**src/hw/rtl/usbreq_pkg.sv**
```systemverilog
package usbreq_pkg;

  localparam int unsigned MaxEndpointDefault = 6;

  // Standard request codes (bRequest)
  localparam logic [7:0] ReqGetStatus        = 8'h00;
  localparam logic [7:0] ReqClearFeature     = 8'h01;
  localparam logic [7:0] ReqSetFeature       = 8'h03;
  localparam logic [7:0] ReqSetAddress       = 8'h05;
  localparam logic [7:0] ReqGetDescriptor    = 8'h06;
  localparam logic [7:0] ReqGetConfiguration = 8'h08;
  localparam logic [7:0] ReqSetConfiguration = 8'h09;

  // bmRequestType values
  localparam logic [7:0] TypeOutStdDevice   = 8'h00;
  localparam logic [7:0] TypeInStdDevice    = 8'h80;
  localparam logic [7:0] TypeInStdEndpoint  = 8'h82;
  localparam logic [7:0] TypeOutStdEndpoint = 8'h02;

  typedef enum logic [3:0] {
    ActUser       = 4'd0,
    ActDescriptor = 4'd1,
    ActAddress    = 4'd2,
    ActConfig     = 4'd3,
    ActReply      = 4'd4,
    ActStall      = 4'd5,
    ActHaltSet    = 4'd6,
    ActHaltClear  = 4'd7,
    ActReset      = 4'd8
  } action_e;

  typedef struct packed {
    logic        cmd;
    logic [7:0]  request_type;
    logic [7:0]  request_code;
    logic [15:0] req_value;
    logic [15:0] req_index;
    logic [15:0] req_length;
    logic        user_claimed;
    logic        setup_flag;
  } req_t;

  typedef struct packed {
    action_e     action;
    logic [7:0]  reply_lo;
    logic [7:0]  reply_hi;
    logic [1:0]  reply_count;
    logic [3:0]  target_endpoint;
    logic [6:0]  device_address;
    logic [7:0]  active_config;
    logic [15:0] request_length;
  } rsp_t;

endpackage

```
**src/hw/rtl/usb_standard_request_handler.sv**
```systemverilog
// USB chapter 9 standard request handler for the control endpoint.
// Input channel (in_valid_i / in_stall_o / in_req_i): one beat is either a
// decoded setup packet or a bus reset event (cmd set). Output channel
// (out_valid_o / out_stall_i / out_rsp_o): exactly one result beat per input
// beat, in order, carrying the action taken, reply bytes, the endpoint whose
// halt changed and the device address and configuration after the beat.
// Pipeline: an input register, then a result register. Throughput: one beat
// per cycle while out_stall_i is low; the decode is a single combinational pass
// between the two registers, and the device state (address, configuration,
// halt bits) updates as a beat enters the result register, so back-to-back
// beats see each other's effects.
// Reset: both stages empty, address, configuration and all halt bits zero.
// Stall: while out_stall_i holds a valid result, the result stays put; the
// input stage keeps one more beat, then in_stall_o rises until the result
// is taken.
module usb_standard_request_handler import usbreq_pkg::*; #(
  parameter int unsigned MaxEndpoint = MaxEndpointDefault
) (
  input  logic clk_i,
  input  logic rst_ni,
  input  logic in_valid_i,
  output logic in_stall_o,
  input  req_t in_req_i,
  output logic out_valid_o,
  input  logic out_stall_i,
  output rsp_t out_rsp_o
);

  // Stage 1: input register
  logic s1_valid_q;
  req_t s1_req_q;
  // Stage 2: result register
  logic out_valid_q;
  rsp_t out_rsp_q;
  // Device state
  logic [6:0]             addr_q, addr_d;
  logic [7:0]             cfg_q, cfg_d;
  logic [MaxEndpoint-1:0] halt_q, halt_d;
  rsp_t                   rsp_d;

  logic out_free;  // result register can take a beat
  logic s1_adv;    // stage 1 beat moves to the result register
  logic in_take;   // input beat accepted

  assign out_free   = !out_valid_q || !out_stall_i;
  assign s1_adv     = s1_valid_q && out_free;
  assign in_stall_o = s1_valid_q && !out_free;
  assign in_take    = in_valid_i && !in_stall_o;

  usbreq_dec #(
    .MaxEndpoint(MaxEndpoint)
  ) u_dec (
    .req_i (s1_req_q),
    .addr_i(addr_q),
    .cfg_i (cfg_q),
    .halt_i(halt_q),
    .addr_o(addr_d),
    .cfg_o (cfg_d),
    .halt_o(halt_d),
    .rsp_o (rsp_d)
  );

  always_ff @(posedge clk_i or negedge rst_ni) begin
    if (!rst_ni) begin
      s1_valid_q  <= 1'b0;
      out_valid_q <= 1'b0;
      addr_q      <= '0;
      cfg_q       <= '0;
      halt_q      <= '0;
    end else begin
      if (in_take) begin
        s1_valid_q <= 1'b1;
      end else if (s1_adv) begin
        s1_valid_q <= 1'b0;
      end
      if (out_free) begin
        out_valid_q <= s1_valid_q;
      end
      // state commits with the beat that changes it
      if (s1_adv) begin
        addr_q <= addr_d;
        cfg_q  <= cfg_d;
        halt_q <= halt_d;
      end
    end
  end

  always_ff @(posedge clk_i) begin
    if (in_take) begin
      s1_req_q <= in_req_i;
    end
    if (s1_adv) begin
      out_rsp_q <= rsp_d;
    end
  end

  assign out_valid_o = out_valid_q;
  assign out_rsp_o   = out_rsp_q;

endmodule

```
**src/hw/rtl/usbreq_dec.sv**
```systemverilog
// Request decode: one beat in, next device state and one result out.
module usbreq_dec import usbreq_pkg::*; #(
  parameter int unsigned MaxEndpoint = MaxEndpointDefault
) (
  input  req_t                   req_i,
  input  logic [6:0]             addr_i,
  input  logic [7:0]             cfg_i,
  input  logic [MaxEndpoint-1:0] halt_i,
  output logic [6:0]             addr_o,
  output logic [7:0]             cfg_o,
  output logic [MaxEndpoint-1:0] halt_o,
  output rsp_t                   rsp_o
);

  logic [6:0]             ep;
  logic [MaxEndpoint-1:0] ep_sel;
  logic                   ep_ok;
  logic                   ep_halted;

  assign ep = req_i.req_index[6:0];

  always_comb begin
    for (int unsigned e = 0; e < MaxEndpoint; e++) begin
      ep_sel[e] = (ep == 7'(e + 1));
    end
  end

  assign ep_ok     = |ep_sel;
  assign ep_halted = |(ep_sel & halt_i);

  always_comb begin
    rsp_o        = '0;
    rsp_o.action = ActStall;
    addr_o       = addr_i;
    cfg_o        = cfg_i;
    halt_o       = halt_i;
    if (req_i.cmd) begin
      addr_o       = '0;
      cfg_o        = '0;
      halt_o       = '0;
      rsp_o.action = ActReset;
    end else if (req_i.user_claimed) begin
      rsp_o.action = ActUser;
    end else if (req_i.setup_flag) begin
      unique case (req_i.request_code)
        ReqGetDescriptor: begin
          rsp_o.action         = ActDescriptor;
          rsp_o.request_length = req_i.req_length;
        end
        ReqSetAddress: begin
          addr_o       = req_i.req_value[6:0];
          rsp_o.action = ActAddress;
        end
        ReqSetConfiguration: begin
          if (req_i.request_type == TypeOutStdDevice) begin
            cfg_o        = req_i.req_value[7:0];
            rsp_o.action = ActConfig;
          end
        end
        ReqGetConfiguration: begin
          if (req_i.request_type == TypeInStdDevice) begin
            rsp_o.reply_lo    = cfg_i;
            rsp_o.reply_count = 2'd1;
            rsp_o.action      = ActReply;
          end
        end
        ReqGetStatus: begin
          // halt status only for a valid endpoint-recipient read
          rsp_o.reply_lo    = {7'd0, (req_i.request_type == TypeInStdEndpoint) && ep_halted};
          rsp_o.reply_count = 2'd2;
          rsp_o.action      = ActReply;
        end
        ReqClearFeature, ReqSetFeature: begin
          if (req_i.request_type == TypeOutStdEndpoint && req_i.req_value == 16'd0 &&
              ep_ok) begin
            if (req_i.request_code == ReqSetFeature) begin
              halt_o       = halt_i | ep_sel;
              rsp_o.action = ActHaltSet;
            end else begin
              halt_o       = halt_i & ~ep_sel;
              rsp_o.action = ActHaltClear;
            end
            rsp_o.target_endpoint = ep[3:0];
          end
        end
        default: begin
          rsp_o.action = ActStall;
        end
      endcase
    end
    rsp_o.device_address = addr_o;
    rsp_o.active_config  = cfg_o;
  end

endmodule

```
**config.mk**
```make
export PLATFORM = sky130hd
export DESIGN_NAME = usb_standard_request_handler
export DESIGN_NICKNAME = d
export VERILOG_FILES = /design/src/hw/rtl/usbreq_pkg.sv /design/src/hw/rtl/usb_standard_request_handler.sv /design/src/hw/rtl/usbreq_dec.sv
export SDC_FILE = /design/constraint.sdc
export NUM_CORES = 1
export LEC_CHECK = 0
export ABC_AREA = 1
export BUFFER_PORTS_ARGS = -buffer_cell sky130_fd_sc_hd__buf_2
export CAP_MARGIN = 0
export CORE_ASPECT_RATIO = 0.8
export CORE_MARGIN = 8
export CORE_UTILIZATION = 35
export CTS_CLUSTER_DIAMETER = 50
export CTS_CLUSTER_SIZE = 25
export DETAILED_ROUTE_END_ITERATION = 6
export SLEW_MARGIN = 0
export SYNTH_ARGS = -nofsm -noshare
export SYNTH_HDL_FRONTEND = slang
export SYNTH_HIERARCHICAL = 1
export SYNTH_SLANG_ARGS = --single-unit
```
**constraint.sdc**
```tcl
create_clock -name clk_i -period 3.1 [get_ports clk_i]
set_clock_uncertainty 0.1 [all_clocks]
set_input_delay 0.155 -clock clk_i [delete_from_list [all_inputs] [get_ports clk_i]]
set_output_delay 0.155 -clock clk_i [all_outputs]
set_load 0.01 [all_outputs]
```
After elaboration in Yosys (flattened, before gate mapping):

Cells that the tools add are included.

* flip-flop bits (word level): 130
* input bits: 71

* eq/ne operators: 16
* multiplexer cells: 27
* bitwise operators: 8
* reduce and logical (&&, ||, !) cells: 26

Operators with widths (number)
* 2-to-1 mux 8 bit: 5
* 2-to-1 mux 6 bit: 6
* 2-to-1 mux 7 bit: 4
* one-hot mux 4 bit (6 select lines): 1
* == test 7 x 3 -> 1 bit, second input constant: 3
* == test 8 x 2 -> 1 bit, second input constant: 2
* == test 8 x 3 -> 1 bit, second input constant: 2
* == test 8 x 4 -> 1 bit, second input constant: 2
* == test 8 bit, second input constant: 2
* zero test 16 bit: 1
* zero test 8 bit: 2
* one-hot mux 8 bit (2 select lines): 1
* == test 7 x 2 -> 1 bit, second input constant: 2
* AND 6 bit: 2
* 2-to-1 mux 12 bit: 1
* OR reduction 6 bit: 2
* 2-to-1 mux 9 bit: 1
* == test 8 x 1 -> 1 bit, second input constant: 1
* nonzero test 2 bit: 4
* == test 7 x 1 -> 1 bit, second input constant: 1
* logical AND 1 bit: 6
* inverter 6 bit: 1
* bitwise OR 6 bit: 1
* AND reduction 5 bit: 1
* 13 further kinds: 23

Logic depth before layout (Yosys ltp):

* depth after elaboration: 9
* mapped depth: 13
* depth with buffers taken out: 13

Modules after synthesis:

The synthesis kept the hierarchy.

By module, submodules not included
* usb_standard_request_handler: times used 1, cells an instance 225, area each 4634.4 µm²
* usbreq_dec: times used 1, cells an instance 280, area each 1345.0 µm²

Least setup slack after synthesis:

No wires, ideal clock.

* path kind: reg-to-reg
* from: register out_valid_q, in the netlist out_valid_o
* to: register s1_req_q[0] (netlist bit) (enable)
* setup time: 0.421 ns
* arrival: 1.919 ns
* required time: 2.579 ns
* path slack: 0.660 ns
* stages on the path, launching flop included: 4
* path buffers: 0
* path through: dfrtp_1 nand3_1 nand2_1 inv_1

* word-level cells in the longest chain between the ends: 6

RTL lines
* start, declared: line usb_standard_request_handler.sv:33 `logic out_valid_q;`
* start signal, assigned: line usb_standard_request_handler.sv:77 `out_valid_q <= s1_valid_q;`
* zero test 1 bit: line usb_standard_request_handler.sv:45 `assign out_free = !out_valid_q || !out_stall_i;`
* logical OR 1 bit: line usb_standard_request_handler.sv:45
* zero test 1 bit: line usb_standard_request_handler.sv:47 `assign in_stall_o = s1_valid_q && !out_free;`
* logical AND 1 bit: line usb_standard_request_handler.sv:47
* zero test 1 bit: line usb_standard_request_handler.sv:48 `assign in_take = in_valid_i && !in_stall_o;`
* logical AND 1 bit: line usb_standard_request_handler.sv:48
* net in_take: line usb_standard_request_handler.sv:43 `logic in_take;`
* end signal, assigned: line usb_standard_request_handler.sv:90 `s1_req_q <= in_req_i;`
* end, declared: line usb_standard_request_handler.sv:31 `req_t s1_req_q;`

The timed path passes the listed nets, and every way through them passes these cells.
A chain may end at the register's enable or synchronous reset.

Worst setup path in the final report:

* from: register s1_valid_q
* to: register s1_valid_q

* word-level cells in the longest chain between the ends: 4
* elaborated cells on any way between the ends: 6
* those cells by class: mux: 1; reduce/logical: 5

RTL lines
* start, declared: line usb_standard_request_handler.sv:30 `logic s1_valid_q;`
* start signal, assigned: line usb_standard_request_handler.sv:65 `s1_valid_q <= 1'b0;`
* start signal, assigned: line usb_standard_request_handler.sv:72 `s1_valid_q <= 1'b1;`
* start signal, assigned: line usb_standard_request_handler.sv:74 `s1_valid_q <= 1'b0;`
* logical AND 1 bit: line usb_standard_request_handler.sv:47
* zero test 1 bit: line usb_standard_request_handler.sv:48
* logical AND 1 bit: line usb_standard_request_handler.sv:48
* 2-to-1 mux 1 bit / nonzero test 2 bit (equally long branches)

Parallel ways exist; a longest one is shown, timed or not.

==> out/metrics.yaml <==
detailed_routing:
  ant_nets: 0
  wirelength_um: 13050
  wire_per_inst_um: 14.49
  dr.first_iter.drc_count: 314
  vias: 4022
  drt-vias-per-instance: 4.464
  first_pass_iters: 5
  drc: 0
floorplanning:
  die_w_um: 158.8
  initial_core_util: 0.3602
  dieArea_sq_um: 20680
  fp.dieH_um: 130.2
  ios: 130
  core_area_sq_um: 15850
  rows: 41
cts:
  cts_tree: "yes"
  clock-sinks: 138
  numCtsBuffers: 17
  cts_max_level: 4
  clk_pin_slew_worst_paths_ns: 0.06
  cts_buffer_depth: 2
  insertion_delay_ns: 0.41
  root_buffer: "clkbuf_16"
  postCtsResizedCells: 0
  cts_hold_buf: 62
  post_cts_buffers: 0
sta:
  hold_viol: 0
  fin_crit_sh: 0.8391
  slew_headroom: 0.4632
  slew_viol_final: 0
  setup_tns_ns: 0
  worst_pin_slew_ns: 0.8053
  fmax_ghz: 0.3844
  layout_min_cycle_time_ns: 2.601
  rsz0062_at_grt: "false"
  setup_viol: 0
critical_path:
  worst_path_largest_cell_delay_ns: 0.86
  path_cells: "nand3_1, nand2_1, dlygate4sd3_1, nand2_1, dlygate4sd3_1"
  critPathKind: "reg -> reg"
  critical_path.startpoint_type: "flop"
  critPathTopFamily: "buffers and inverters"
  cp_max_fo: 23
  worstPathArrival_ns: 2.79
  path_buf_inv: 2
  crit_path_end_kind: "flop"
  slowest_stage: "dfrtp_1"
  crit_required_ns: 3.29
global_routing:
  grt_usage: 0.1291
  grt_start_max_net_pins: 45
  grtUsageMet2: 0.2169
  grt_pass1_vias: 4237
  antenna_found_initial: 0
  grt.busiest_layer: "met2"
  grt_pass1_wl_um: 20860
  use_met3: 0.05131
  globalRouteOverflowTotal: 0
  grtUsageMet1: 0.1488
flow_run:
  drv_cap: 0
final_layout:
  regArea_sq_um: 4029
  antenna_cells: 0
  fin_nets: 744
  layout_common_cells: "buf_2, edfxtp_1, nand2_1, dlygate4sd3_1, nor2_1"
  drive_gt1_frac: 0.2522
  multi_input_area_sq_um: 1282
  final_common_cell: "buf_2"
  area.growth.synth_to_final_pct: 33.57
  final_util: 0.4811
  n_fill_cell: 1397
outcome:
  status: "finished clean"
yosys:
  syn-instance-count: 496
  yosys_warnings: 6
  syn_area_sq_um: 5709
  avgSynthCellArea_sq_um: 11.51
power:
  p_leak_nw: 3.156
  powerDensity_nw_per_um2: 611.1
  ir_drop_mv: 0.3907
  total_power_mw: 4.660
place:
  place_hpwl_um: 8958
  place.gp.congestion: 0.8434
  port-buffer-count: 120
hold_path:
  hp-class: "in -> reg"
==> metrics by stage <==
step	cell area [sq um]	setup WS, ns	std cells	hold WS (ns)
2_1_floorplan	5739	0.6650	504	-0.2406
3_3_place_gp	6424	0.9038	807	0.06135
3_5_place_dp	6424	0.8630	807	0.06991
4_1_cts	7626	0.5278	901	0.09027
5_1_grt	7626	0.3433	901	0.1258
6_report	7626	0.4988	901	0.1170
==> sequential cells by signal, indices dropped and copies added (netlist names) <==
signal,flops
out_valid_o,1
out_rsp_o,57
cfg_q,8
s1_valid_q,1
addr_q,7
s1_req_q,58
halt_q,6
==> final cells by class <==
| type | count | area share |
|---|---|---|
| Multi-Input combinational cell | 281 | 0.1682 |
| Clock buffer | 22 | 0.06087 |
| Tap cell | 215 | 0.03527 |
| Timing Repair Buffer | 187 | 0.1683 |
| Clock inverter | 10 | 0.01542 |
| Inverter | 48 | 0.02363 |
| Sequential cell | 138 | 0.5283 |
==> routing by layer <==
layer | wire length, um | vias up
met1 | 5730 | 1886
met4 | 154 | 0
met3 | 1021 | 11
met2 | 6146 | 136
li1 | - | 1989
met5 | 0 | -
==> worst paths after layout <==
kind | from | to | slack (ns) | depth (start not counted)
min in group asynchronous | rst_ni | cfg_q[5] | 0.18 | 2
max in group asynchronous | rst_ni | addr_q[5] | 2.35 | 2
worst max register to register | s1_valid_q | s1_valid_q | 0.50 | 5
worst min register to register | addr_q[4] | addr_q[4] | 0.37 | 2
worst max-delay path | s1_valid_q | s1_valid_q | 0.50 | 5
worst min-delay path | out_stall_i | out_valid_o | 0.12 | 4
==> worst min-delay path: cells and delay by family <==
kind / cells / cell delay [ns]
and+or+nand+nor: 2 / 0.13
buffers and inverters: 2 / 0.30
==> where the power goes <==
| group | total, mW | switching [mW] | internal, mW |
|---|---|---|---|
| Clock | 1.96 | 0.733 | 1.23 |
| Sequential | 2.25 | 0.0617 | 2.19 |
| Combinational | 0.449 | 0.271 | 0.178 |
| Total | 4.66 | 1.07 | 3.59 |
No activity file was read; power rests on OpenSTA's default activity.
